===== src/design/owt_pkg.sv =====
// Shared types and command codes for the one-wire thermostat device.
// No dependencies; compile first.
`default_nettype none

package owt_pkg;

  // Command bytes understood by the device
  typedef enum logic [7:0] {
    CMD_WRITE_TH     = 8'h01,
    CMD_WRITE_TL     = 8'h02,
    CMD_WRITE_STATUS = 8'h0C,
    CMD_STOP_CONV    = 8'h22,
    CMD_LOAD_COUNTER = 8'h41,
    CMD_READ_COUNTER = 8'hA0,
    CMD_READ_TH      = 8'hA1,
    CMD_READ_TL      = 8'hA2,
    CMD_READ_TEMP    = 8'hAA,
    CMD_READ_STATUS  = 8'hAC,
    CMD_START_CONV   = 8'hEE
  } owt_cmd_e;

  // Kind of request
  localparam logic ACT_COMMAND = 1'b0;
  localparam logic ACT_EVENT   = 1'b1;

  typedef struct packed {
    logic              action;
    logic [7:0]        opcode;
    logic [7:0]        write_data;
    logic signed [7:0] measured_temp;
    logic [7:0]        measured_remain;
    logic [7:0]        measured_slope;
  } owt_req_t;

  typedef struct packed {
    logic [7:0] read_data;
    logic       read_valid;
    logic       bad_command;
    logic       converting;
  } owt_rsp_t;

endpackage

`default_nettype wire


===== src/design/owt_core.sv =====
// Register file and command decoder of the thermostat device.
// Depends on owt_pkg.
`default_nettype none

module owt_core
  import owt_pkg::*;
(
  input  logic     clk_i,
  input  logic     rst_ni,
  input  logic     fire_i,
  input  owt_req_t req_i,
  output owt_rsp_t rsp_o
);

  logic       one_shot_q, one_shot_d;
  logic       polarity_q, polarity_d;
  logic       tmode_q, tmode_d;
  logic       low_flag_q, low_flag_d;
  logic       high_flag_q, high_flag_d;
  logic       done_q, done_d;
  logic       run_q, run_d;
  logic [7:0] limit_high_q, limit_high_d;
  logic [7:0] limit_low_q, limit_low_d;
  logic [7:0] temp_q, temp_d;
  logic [7:0] counter_q, counter_d;
  logic [7:0] slope_q, slope_d;
  logic [7:0] status;

  // Bit 5 (write in progress) reads 0, bit 6 reads 1
  assign status = {done_q, 1'b1, 1'b0, high_flag_q, low_flag_q,
                   tmode_q, polarity_q, one_shot_q};

  always_comb begin
    one_shot_d   = one_shot_q;
    polarity_d   = polarity_q;
    tmode_d      = tmode_q;
    low_flag_d   = low_flag_q;
    high_flag_d  = high_flag_q;
    done_d       = done_q;
    run_d        = run_q;
    limit_high_d = limit_high_q;
    limit_low_d  = limit_low_q;
    temp_d       = temp_q;
    counter_d    = counter_q;
    slope_d      = slope_q;
    rsp_o        = '0;

    if (req_i.action == ACT_EVENT) begin
      // Drop events that arrive while no conversion runs
      if (run_q) begin
        temp_d    = req_i.measured_temp;
        counter_d = req_i.measured_remain;
        slope_d   = req_i.measured_slope;
        if (req_i.measured_temp > $signed(limit_high_q)) high_flag_d = 1'b1;
        if (req_i.measured_temp < $signed(limit_low_q))  low_flag_d  = 1'b1;
        if (one_shot_q) begin
          run_d  = 1'b0;
          done_d = 1'b1;
        end
      end
    end else begin
      unique case (req_i.opcode)
        CMD_READ_TEMP: begin
          rsp_o.read_data  = temp_q;
          rsp_o.read_valid = 1'b1;
        end
        CMD_START_CONV: begin
          run_d  = 1'b1;
          done_d = 1'b0;
        end
        CMD_STOP_CONV: begin
          run_d  = 1'b0;
          done_d = 1'b1;
        end
        CMD_WRITE_TH: limit_high_d = req_i.write_data;
        CMD_WRITE_TL: limit_low_d  = req_i.write_data;
        CMD_READ_TH: begin
          rsp_o.read_data  = limit_high_q;
          rsp_o.read_valid = 1'b1;
        end
        CMD_READ_TL: begin
          rsp_o.read_data  = limit_low_q;
          rsp_o.read_valid = 1'b1;
        end
        CMD_WRITE_STATUS: begin
          one_shot_d  = req_i.write_data[0];
          polarity_d  = req_i.write_data[1];
          tmode_d     = req_i.write_data[2];
          low_flag_d  = req_i.write_data[3];
          high_flag_d = req_i.write_data[4];
        end
        CMD_READ_STATUS: begin
          rsp_o.read_data  = status;
          rsp_o.read_valid = 1'b1;
        end
        CMD_READ_COUNTER: begin
          rsp_o.read_data  = counter_q;
          rsp_o.read_valid = 1'b1;
        end
        CMD_LOAD_COUNTER: counter_d = slope_q;
        default: rsp_o.bad_command = 1'b1;
      endcase
    end

    rsp_o.converting = run_d;
  end

  always_ff @(posedge clk_i or negedge rst_ni) begin
    if (!rst_ni) begin
      one_shot_q   <= 1'b0;
      polarity_q   <= 1'b0;
      tmode_q      <= 1'b0;
      low_flag_q   <= 1'b0;
      high_flag_q  <= 1'b0;
      done_q       <= 1'b1;
      run_q        <= 1'b0;
      limit_high_q <= '0;
      limit_low_q  <= '0;
      temp_q       <= '0;
      counter_q    <= '0;
      slope_q      <= '0;
    end else if (fire_i) begin
      one_shot_q   <= one_shot_d;
      polarity_q   <= polarity_d;
      tmode_q      <= tmode_d;
      low_flag_q   <= low_flag_d;
      high_flag_q  <= high_flag_d;
      done_q       <= done_d;
      run_q        <= run_d;
      limit_high_q <= limit_high_d;
      limit_low_q  <= limit_low_d;
      temp_q       <= temp_d;
      counter_q    <= counter_d;
      slope_q      <= slope_d;
    end
  end

endmodule

`default_nettype wire


===== src/design/onewire_thermostat_device.sv =====
// Top level of the one-wire thermostat device: request register, core, response register.
// Depends on owt_pkg and owt_core.
//
//   Channel   Direction  Handshake                  Payload
//   request   in         in_valid_i / in_ready_o    in_req_i  (owt_req_t)
//   response  out        out_valid_o / out_ready_i  out_rsp_o (owt_rsp_t)
//
// One request is taken every cycle while the response is not stalled; each
// gives exactly one response. A request is accepted into the request register,
// then decoded, updating the state registers while loading the response register.
// Reset clears all status, limits and data registers (done bit set).
// A stalled response holds the response register; the request register
// still takes a new request while empty, then holds until the response
// register frees up.
`default_nettype none

module onewire_thermostat_device
  import owt_pkg::*;
(
  input  logic     clk_i,
  input  logic     rst_ni,
  input  logic     in_valid_i,
  output logic     in_ready_o,
  input  owt_req_t in_req_i,
  output logic     out_valid_o,
  input  logic     out_ready_i,
  output owt_rsp_t out_rsp_o
);

  logic     req_vld_q;
  owt_req_t req_q;
  logic     rsp_vld_q;
  owt_rsp_t rsp_q;
  owt_rsp_t rsp_d;
  logic     advance;

  // Advance the held request when the response register is empty or draining
  assign advance    = req_vld_q && (!rsp_vld_q || out_ready_i);
  assign in_ready_o = !req_vld_q || advance;

  // Request register: valid bit under reset, payload plain
  always_ff @(posedge clk_i or negedge rst_ni) begin
    if (!rst_ni) begin
      req_vld_q <= 1'b0;
    end else if (in_ready_o) begin
      req_vld_q <= in_valid_i;
    end
  end

  always_ff @(posedge clk_i) begin
    if (in_ready_o && in_valid_i) begin
      req_q <= in_req_i;
    end
  end

  // State update happens only on the cycle the request advances
  owt_core u_core (
    .clk_i  (clk_i),
    .rst_ni (rst_ni),
    .fire_i (advance),
    .req_i  (req_q),
    .rsp_o  (rsp_d)
  );

  // Response register
  always_ff @(posedge clk_i or negedge rst_ni) begin
    if (!rst_ni) begin
      rsp_vld_q <= 1'b0;
    end else if (!rsp_vld_q || out_ready_i) begin
      rsp_vld_q <= advance;
    end
  end

  always_ff @(posedge clk_i) begin
    if (advance) begin
      rsp_q <= rsp_d;
    end
  end

  assign out_valid_o = rsp_vld_q;
  assign out_rsp_o   = rsp_q;

endmodule

`default_nettype wire


===== config.mk =====
export PLATFORM = sky130hd
export DESIGN_NAME = onewire_thermostat_device
export DESIGN_NICKNAME = d
export VERILOG_FILES = /design/src/design/owt_pkg.sv /design/src/design/owt_core.sv /design/src/design/onewire_thermostat_device.sv
export SDC_FILE = /design/constraint.sdc
export NUM_CORES = 1
export LEC_CHECK = 0
export BUFFER_PORTS_ARGS = -buffer_cell sky130_fd_sc_hd__buf_2
export CORE_ASPECT_RATIO = 1.1
export CORE_MARGIN = 4
export CORE_UTILIZATION = 30
export DETAILED_ROUTE_END_ITERATION = 8
export PLACE_DENSITY = 0.45
export SYNTH_ARGS = -nofsm -noshare
export SYNTH_HDL_FRONTEND = slang
export SYNTH_SLANG_ARGS = --single-unit

===== constraint.sdc =====
create_clock -name clk_i -period 4.1 [get_ports clk_i]
set_clock_uncertainty 0.2 [all_clocks]
set_input_delay 0.615 -clock clk_i [delete_from_list [all_inputs] [get_ports clk_i]]
set_output_delay 0.615 -clock clk_i [all_outputs]
set_load 0.02 [all_outputs]

==> results.toml, run 1 <==
[outcome]
status = "completed"

[worst_setup_path]
setup.worst_path.class = "flip-flop to flip-flop"
worst-path-max-fanout = 21
crit_path_cell_chain = "nor3_2 -> nand2_1 -> nor2_2 -> mux2_2"
critical_path.top_delay_family = "simple AND/OR/NAND/NOR gates"
reg2reg_slack_ns = 1.37
timing.critical_path.buf_inv = 0
cp.required_ns = 4.14
end_kind = "flip-flop"
cp-start-kind = "flip-flop"
crit_path_top_delay_cell = "edfxtp_1"
arrival_ns = 2.77
crit_path_max_incr_delay_ns = 0.69

[yosys]
avgSynthCellArea_um2 = 12.8
synthSimpleGateAreaFrac_pct = 10.9
synth-warning-count = 0
synthXorXnorAreaFrac_pct = 0
synthMuxAreaShare_pct = 9.44
yosys_register_bits = 101
synthAdderAreaFrac_pct = 4.16
dominant_combinational_cell_family_by_area_after_synthesis = "simple AND/OR/NAND/NOR gates"
number_of_enable_flip_flop_cells_after_synthesis = 52
netlist-cell-type-count = 46
syn_inst = 351
seq_area_frac_synth_pct = 61.9
syn_area_mm2 = 0.00451
synth_fp_nets = 411
synth-compound-area-share_pct = 9.91
synth_top_flop_cell = "edfxtp_1"
synth-async-reset-ratio_pct = 48.5

[final_layout]
stdcell_count = 604
layout.cells.most_common_list = "buf_2, edfxtp_1, dfrtp_1, nand2_1, o21ai_0"
layout_commonest_cell = "buf_2"
fin_util_pct = 36.1
layout-area-overhead-vs-synth_pct = 16.6
antenna-diode-count = 0
final_net_count = 467
layout-drive-gt1-share_pct = 28.9

[die]
fp-row-count = 46
floorplan.die_area_mm2 = 0.0171
die_w_um = 125
ios = 58
start_util_pct = 31.0
core-area_mm2 = 0.0146
y_dimension_of_the_die_um = 137

[placement]
gp_congestion = 0.804
dpl.cell_count = 588
buffers_on_ports = 57
hpwlAfterDp_um = 6920

[power]
power-per-cell-area_mw_per_mm2 = 421
pwr-share-comb_pct = 7.6
p_int_w = 0.00168
total_switching_power_w = 0.000529
power.share.switching_pct = 23.9
leak_nw = 2.24
power.share.clock_pct = 39.0
sequentialPowerShare_pct = 53.4
vdd_drop_max_mv = 0.242

[timing]
finalCriticalPeriod_ns = 2.73
clock.fmax_ghz = 0.367
timing.slew.headroom_pct = 36.6
setup-violations-final = 0
rsz_0062_raised_after_global_routing = "no"
tightestPinTransition_ns = 0.951
endpoints_failing_hold = 0
finalMaxSlewViolations = 0
setup_tns_ns = 0
period_share_pct = 66.5

[global_routing]
grt_max_degree = 42
number_of_global_route_vias_before_repair = 2770
track_usage_pct = 11.9
number_of_antenna_violations_at_the_first_check_in_global_routing = 0
grt_remaining_overflow = 0
grt_pass1_wl_um = 15400

[worst_hold_path]
hold_path_class = "primary input to async pin"

[cts]
cts_resized = 0
cts_buffer_depth = 2
clk_sinks = 101
worst_path_clk_slew_ns = 0.07
cts-htree-levels = 3
cts_tree = "yes"
cts-root-buf = "clkbuf_16"
cts_setup_buffers = 0
post_cts_hold_buffer_count = 0
clk-insertion-delay-late_ns = 0.35
cts_made_buffers = 9

[detailed_routing]
initial_drc_count = 116
number_of_detailed_route_iterations_in_the_first_pass = 4
routed_wl_um = 9610
detail_route.vias_per_cell = 4.59
post_drt_wl_per_cell_um = 15.9
drc = 0
drtAntennaViolNets = 0
count_of_vias_placed_by_the_detailed_router = 2770

[run]
max_cap_violations = 0
-- state kept, by name (all words and copies together) (netlist names) --
register             cells
u_core.one_shot_q        1
out_valid_o              1
u_core.limit_low_q       8
u_core.polarity_q        1
out_rsp_o               11
u_core.limit_high_q      8
req_vld_q                1
req_q                   41
u_core.slope_q           8
u_core.done_q            1
u_core.low_flag_q        1
u_core.temp_q            8
u_core.counter_q         8
u_core.run_q             1
u_core.high_flag_q       1
u_core.tmode_q           1
-- final timing paths --
path                                startpoint                                  to  depth (start not counted)
min                                     rst_ni   u_core.limit_low_q[4]$_DFFE_PN0P_                          1
max                        req_q[35]$_DFFE_PP_  u_core.limit_high_q[0]$_DFFE_PN0P_                          4
min reg2reg                 req_q[1]$_DFFE_PP_       u_core.slope_q[1]$_DFFE_PN0P_                          1
max reg2reg                req_q[35]$_DFFE_PP_  u_core.limit_high_q[0]$_DFFE_PN0P_                          4
min in group clk_i                 in_req_i[3]                  req_q[3]$_DFFE_PP_                          1
max in group asynchronous               rst_ni           u_core.done_q$_DFFE_PN1P_                          2
-- final cells by class --
type,count,area (µm²)
clock buffer,10,229
clock inverter,6,68.8
fill,1406,9310
inverter,20,75.1
multi-input combinational,216,1550
sequential,101,2790
tap,192,240
timing repair buffer,59,300
-- power by group through the flow --
stage / Combinational (W) / Sequential (W) / Clock, W
floorplan: 0.000110 / 0.00118 / 0
global placement: 0.000170 / 0.00120 / 0
detailed placement: 0.000172 / 0.00120 / 0
CTS: 0.000173 / 0.00118 / 0.000889
global route: 0.000192 / 0.00119 / 0.000932
finish: 0.000168 / 0.00118 / 0.000862
-- per-stage QoR --
| stage | cell area (µm²) | total power, W | hold slack (ns) | setup WS, ns |
|---|---|---|---|---|
| 2_1_floorplan | 4510 | 0.00129 | 0.119 | 1.59 |
| 3_3_place_gp | 4960 | 0.00137 | 0.265 | 1.44 |
| 3_5_place_dp | 4960 | 0.00138 | 0.264 | 1.37 |
| 4_1_cts | 5260 | 0.00224 | 0.140 | 1.36 |
| 5_1_grt | 5260 | 0.00231 | 0.168 | 1.14 |
| 6_report | 5260 | 0.00221 | 0.128 | 1.37 |
-- cells in the mapped netlist, types with 2 or more instances --
cell / count / area, µm²
o21a_1: 2 / 15.0
nand4_1: 4 / 25.0
inv_1: 20 / 75.1
nand2b_1: 6 / 37.5
nand3_1: 2 / 10.0
a21oi_1: 23 / 115
buf_6: 3 / 33.8
nand2_1: 40 / 150
dfrtp_1: 48 / 1200
and4bb_2: 2 / 25.0
nor4_1: 2 / 12.5
a22oi_1: 7 / 52.6
buf_2: 5 / 25.0
a21oi_2: 2 / 17.5
mux2i_1: 11 / 110
o21ai_0: 28 / 140
mux2_2: 27 / 304
nor2_1: 13 / 48.8
clkbuf_1: 3 / 11.3
ha_1: 15 / 188
o21ai_1: 3 / 15.0
nor3_1: 3 / 15.0
nor2b_1: 3 / 18.8
edfxtp_1: 52 / 1560
buf_4: 3 / 22.5
a21o_1: 4 / 30.0
-- metal layers --
layer	routed length, µm	up-vias	track usage (%)
met5	0	-	0
met4	211	0	5.78
met3	360	12	2.65
met2	4440	55	18.3
met1	4600	1325	16.1
li1	-	1378	-
-- cell families after synthesis --
| kind of cell | count (synthesis) |
|---|---|
| buf+inv | 34 |
| compound gates | 74 |
| mux | 39 |
| simple gates | 88 |
| flops | 101 |
| fa+ha+maj | 15 |
Note: power is estimated with default switching activity, not from simulation.
==> run 2: changes to the inputs <==
Clock period 4.1 ns to 2.75 ns, I/O delays scaled along.
==> run 2 against run 1 <==
Against the previous run: critical path type unchanged; wire length grew 0.97%; largest power group unchanged; worst setup slack lost 0.77 ns; non-clock buffer count increased by 7; combinational power grew 60%; via count about the same.
==> results.toml, run 2 (synthesized netlist as in run 1, its figures left out) <==
[die]
core-area_mm2 = 0.0146
fp-row-count = 46
y_dimension_of_the_die_um = 137
ios = 58
floorplan.die_area_mm2 = 0.0171
die_w_um = 125
start_util_pct = 31.0

[worst_setup_path]
worst-path-max-fanout = 17
end_kind = "flip-flop"
cp-start-kind = "flip-flop"
cp.required_ns = 2.75
arrival_ns = 2.15
timing.reg2reg.worst_path_depth = 4
setup.worst_path.class = "flip-flop to flip-flop"

[final_layout]
final_net_count = 474
layout-area-overhead-vs-synth_pct = 18.2
top_register_by_number_of_flip_flops = "req_q"
largest_register_ffs = 41
layout_commonest_cell = "buf_2"
final_cell_area_mm2 = 0.00533
layout.cells.most_common_list = "buf_2, edfxtp_1, dfrtp_1, nand2_1, o21ai_0"
layout-drive-gt1-share_pct = 29.8
antenna-diode-count = 0

[outcome]
status = "completed"

[cts]
cts-root-buf = "clkbuf_16"
cts-htree-levels = 3
post_cts_hold_buffer_count = 1
clk_sinks = 101
clk-insertion-delay-late_ns = 0.35
cts_setup_buffers = 0
cts_buffer_depth = 2
cts_resized = 0
cts_made_buffers = 9
cts_tree = "yes"
worst_path_clk_slew_ns = 0.07

[detailed_routing]
drc = 0
initial_drc_count = 80
count_of_vias_placed_by_the_detailed_router = 2771
routed_wl_um = 9710
detail_route.vias_per_cell = 4.54
drtAntennaViolNets = 0
number_of_detailed_route_iterations_in_the_first_pass = 4
post_drt_wl_per_cell_um = 15.9

[timing]
timing.slew.headroom_pct = 54.5
setup_tns_ns = 0
finalMaxSlewViolations = 0
finalCriticalPeriod_ns = 2.15
setup-violations-final = 0
rsz_0062_raised_after_global_routing = "no"
endpoints_failing_hold = 0
clock.fmax_ghz = 0.466
tightestPinTransition_ns = 0.677
period_share_pct = 78.1

[global_routing]
grt_remaining_overflow = 0
number_of_antenna_violations_at_the_first_check_in_global_routing = 0
grt_pass1_wl_um = 15800
track_usage_pct = 12.2
number_of_global_route_vias_before_repair = 2825
grt_max_degree = 50

[power]
leak_nw = 2.28
vdd_drop_max_mv = 0.402
power-per-cell-area_mw_per_mm2 = 634

[worst_hold_path]
worst_hold_path.num_cells = 1
hold_path_class = "primary input to flip-flop"

[placement]
gp_congestion = 0.789
buffers_on_ports = 57
hpwlAfterDp_um = 6920
dpl-instance-area_mm2 = 0.00500

[run]
max_cap_violations = 0
run 2: changes by cell type in the layout (fill, tap and decap cells not counted), sizes merged:
cell	change
buf	+6
bufinv	+1
inv	-2
clkinvlp	+1
dlygate4sd3	+1
run 2: area by class of cell:
cell class              count  area, µm²
fillers                  1440       9230
flip-flops and latches    101       2790
multi-input cells         216       1550
repair buffers             66        355
well taps                 192        240
clock buffers              10        229
clock inverters             6       88.8
inverters                  20       75.1
run 2: power by group:
group          internal, W  switching [W]  leakage (nW)
clock network     0.000797       0.000561         0.149
logic             0.000112       0.000157          1.03
registers          0.00169      0.0000618          1.10
run 2: routing by layer:
layer / GRT usage (%) / up-vias / wire, µm
met5: 0 / - / 0
met4: 5.78 / 0 / 214
met3: 2.69 / 13 / 369
met2: 19.4 / 50 / 4670
met1: 15.9 / 1315 / 4460
li1: - / 1393 / -
run 2: metrics by stage:
step | utilization [%] | std cells | setup slack (ns) | hold slack, ns | power, W
final | 36.6 | 611 | 0.603 | 0.0289 | 0.00338
after global routing | 36.6 | 611 | 0.476 | 0.0184 | 0.00352
after CTS | 36.6 | 611 | 0.597 | 0.0123 | 0.00343
after detailed placement | 34.4 | 594 | 0.631 | 0.265 | 0.00206
after global placement | 34.4 | 594 | 0.658 | 0.263 | 0.00205
after floorplan | - | 351 | 0.362 | -0.0831 | 0.00193
run 2: worst max-delay path: stages, from the launching register on:
cell and delay [ns]:
edfxtp_1 0.67, nand2b_1 0.33, nor2_1 0.42, a22oi_1 0.17, a21oi_1 0.19
run 2: worst paths after layout:
path                                      from                            end  slack, ns
max                        req_q[32]$_DFFE_PP_     out_rsp_o[7]$_SDFFCE_PP0P_       0.60
min                               in_req_i[10]            req_q[10]$_DFFE_PP_       0.03
max reg2reg                req_q[32]$_DFFE_PP_     out_rsp_o[7]$_SDFFCE_PP0P_       0.60
min reg2reg                 req_q[0]$_DFFE_PP_  u_core.slope_q[0]$_DFFE_PN0P_       0.28
max in group asynchronous               rst_ni   u_core.temp_q[5]$_DFFE_PN0P_       1.39
min in group asynchronous               rst_ni  u_core.slope_q[5]$_DFFE_PN0P_       0.52
==> run 3: changes to the inputs <==
Settings changed: ABC_AREA set to 1, PLACE_DENSITY 0.45 to 0.47.
Clock period 2.75 ns to 1.83 ns, I/O delays scaled along.
==> run 3 against run 2 <==
Against the previous run: worst setup slack got worse by 0.60 ns; clock-buffer cell count is the same; global-route usage rose by 1.3 points; sequential share of layout area shrank 8.3 points; combinational power increased to 4.2 times the previous value; maximum frequency increased by 18%; total power is 80% higher; first-iteration DRC count increased by 66%; hold slack better by 0.016 ns; largest cell class unchanged.
==> results.toml, run 3 <==
[yosys]
synth_fp_nets = 494
synth_area_leaders = "edfxtp_1, dfrtp_1, nand2_1"
number_of_enable_flip_flop_cells_after_synthesis = 52
yosysTopAreaCell = "edfxtp_1"
synth-async-reset-ratio_pct = 48.5
netlist-cell-type-count = 33
syn_inst = 434
synthTopCellsByCount = "nand2_1, inv_1, edfxtp_1, dfrtp_1"
yosysMostFrequentCell = "nand2_1"
synth-warning-count = 0
syn_area_mm2 = 0.00453
seq_area_frac_synth_pct = 61.6
synth_top_area_share_pct = 34.5
synth_top_flop_cell = "edfxtp_1"
avgSynthCellArea_um2 = 10.4
yosys_register_bits = 101

[timing]
setup_tns_ns = 0
finalMaxSlewViolations = 0
clock.fmax_ghz = 0.547
setup-violations-final = 0
tightestPinTransition_ns = 0.492
finalCriticalPeriod_ns = 1.83
rsz_0062_raised_after_global_routing = "yes"
endpoints_failing_hold = 0
timing.slew.headroom_pct = 67.2
period_share_pct = 99.8
fin_ws_ns = 0.00301

[cts]
clk-insertion-delay-late_ns = 0.35
cts_buffer_depth = 2
clk_sinks = 101
cts_made_buffers = 9
cts-htree-levels = 3
cts-root-buf = "clkbuf_16"
worst_path_clk_slew_ns = 0.07
cts_tree = "yes"

[die]
core-area_mm2 = 0.0146
fp-row-count = 46
y_dimension_of_the_die_um = 137
start_util_pct = 31.0
die_w_um = 125
floorplan.die_area_mm2 = 0.0171
ios = 58

[worst_setup_path]
end_kind = "flip-flop"
cp.required_ns = 1.72
cp-start-kind = "flip-flop"
worst-path-max-fanout = 4
reg2reg_slack_ns = 0.003
setup.worst_path.class = "flip-flop to flip-flop"
regToRegStartpoint = "req_q[38]$_DFFE_PP_"
rr_endpoint = "out_rsp_o[1]$_SDFFCE_PP0P_"
timing.reg2reg.worst_path_depth = 7
arrival_ns = 1.71

[run]
max_cap_violations = 0

[detailed_routing]
drc = 0
count_of_vias_placed_by_the_detailed_router = 3360
detail_route.vias_per_cell = 4.38
post_drt_wl_per_cell_um = 14.3
initial_drc_count = 133
drtAntennaViolNets = 0
number_of_detailed_route_iterations_in_the_first_pass = 4
routed_wl_um = 11000

[final_layout]
multi_input_area_mm2 = 0.00171
layout.filler_cells = 1437
antenna-diode-count = 0
layout.cells.most_common_list = "nand2_1, buf_2, inv_1, edfxtp_1, dfrtp_1"
top_register_by_number_of_flip_flops = "req_q"
layout-area-overhead-vs-synth_pct = 39.9
final_net_count = 630
register_area_mm2 = 0.00279
largest_register_ffs = 41
layout-drive-gt1-share_pct = 35.3
layout_commonest_cell = "nand2_1"

[worst_hold_path]
worst_hold_path.num_cells = 4
hold_path_class = "primary input to flip-flop"
hold_end = "out_valid_o$_DFFE_PN0P_"
worst_min_delay_path_startpoint = "out_ready_i"

[power]
power-per-cell-area_mw_per_mm2 = 957
leak_nw = 2.73
vdd_drop_max_mv = 0.433
total_power_w = 0.00607

[global_routing]
grt_pass1_wl_um = 18000
number_of_antenna_violations_at_the_first_check_in_global_routing = 0
grt_remaining_overflow = 0
track_usage_pct = 13.4
grt_max_degree = 25
number_of_global_route_vias_before_repair = 3455

[placement]
gp_congestion = 0.889
hpwlAfterDp_um = 7970
buffers_on_ports = 57
detailedPlace.worstSlack_ns = -0.0856

[outcome]
status = "completed"
[run 3: where the power goes]
group	internal, W	switching (W)
logic	0.000521	0.000617
registers	0.00285	0.000228
clock network	0.00105	0.000804
total	0.00442	0.00165
[run 3: metal layers]
layer	routed length (µm)	up-vias	share of wire (%)	track usage, %
met5	0	-	0	0
met4	120	0	1.1	4.46
met3	407	6	3.7	3.08
met2	5250	62	48	21.7
met1	5180	1578	47	17.9
li1	-	1714	-	-
[run 3: worst max-delay path by stage]
| stage | start | to | slack, ns |
|---|---|---|---|
| 4_1_cts | req_q[37]$_DFFE_PP_ | out_rsp_o[5]$_SDFFCE_PP0P_ | 0.006 |
| 3_5_place_dp | req_q[36]$_DFFE_PP_ | out_rsp_o[6]$_SDFFCE_PP0P_ | -0.09 |
| 6_report | req_q[38]$_DFFE_PP_ | out_rsp_o[1]$_SDFFCE_PP0P_ | 0.003 |
| 2_1_floorplan | out_valid_o$_DFFE_PN0P_ | req_q[0]$_DFFE_PP_ | 0.008 |
| 3_3_place_gp | req_q[36]$_DFFE_PP_ | out_rsp_o[7]$_SDFFCE_PP0P_ | -0.005 |
| 5_1_grt | req_q[38]$_DFFE_PP_ | u_core.counter_q[2]$_DFFE_PN0P_ | -0.09 |
[run 3: per-stage QoR]
stage / hold WS [ns] / cell area, µm² / std cells / util, %
2_1_floorplan: -0.221 / 4570 / 434 / -
3_3_place_gp: 0.0763 / 5260 / 698 / 36.0
3_5_place_dp: 0.0698 / 5260 / 698 / 36.0
4_1_cts: 0.0291 / 5990 / 758 / 41.0
5_1_grt: 0.0695 / 6340 / 767 / 43.4
6_report: 0.0450 / 6340 / 767 / 43.4
[run 3: area by class of cell]
type / instances / share of cell area [%]
well taps: 192 / 3.79
repair buffers: 133 / 16.7
flip-flops and latches: 101 / 44.0
multi-input cells: 259 / 27.0
clock inverters: 6 / 0.868
clock buffers: 10 / 3.61
inverters: 66 / 4.03
[run 3: worst max-delay path: stages, from the launching register on]
cell	delay (ns)
edfxtp_1	0.50
buf_6	0.17
nor3_4	0.25
inv_2	0.09
nor2_4	0.12
nor2_1	0.05
o2111ai_1	0.10
nor2_1	0.09
[run 3: timing repair]
item / CTS / global route
pin swaps: 1 / 11
resized for setup: 4 / 70
hold endpoints to repair: 59 / 0
gates cloned: 0 / 2
hold buffers: 43 / 0
endpoints found under the setup margin: 6 / 31
setup buffers: 1 / 7
[run 3: cell families after synthesis]
family	after synthesis	synth area share, %
adders and majority gates	15	4.14
AOI/OAI and AO/OA	74	10.6
DFF	101	61.6
and+or+nand+nor	160	14.5
muxes	10	2.49
buffers and inverters	74	6.66
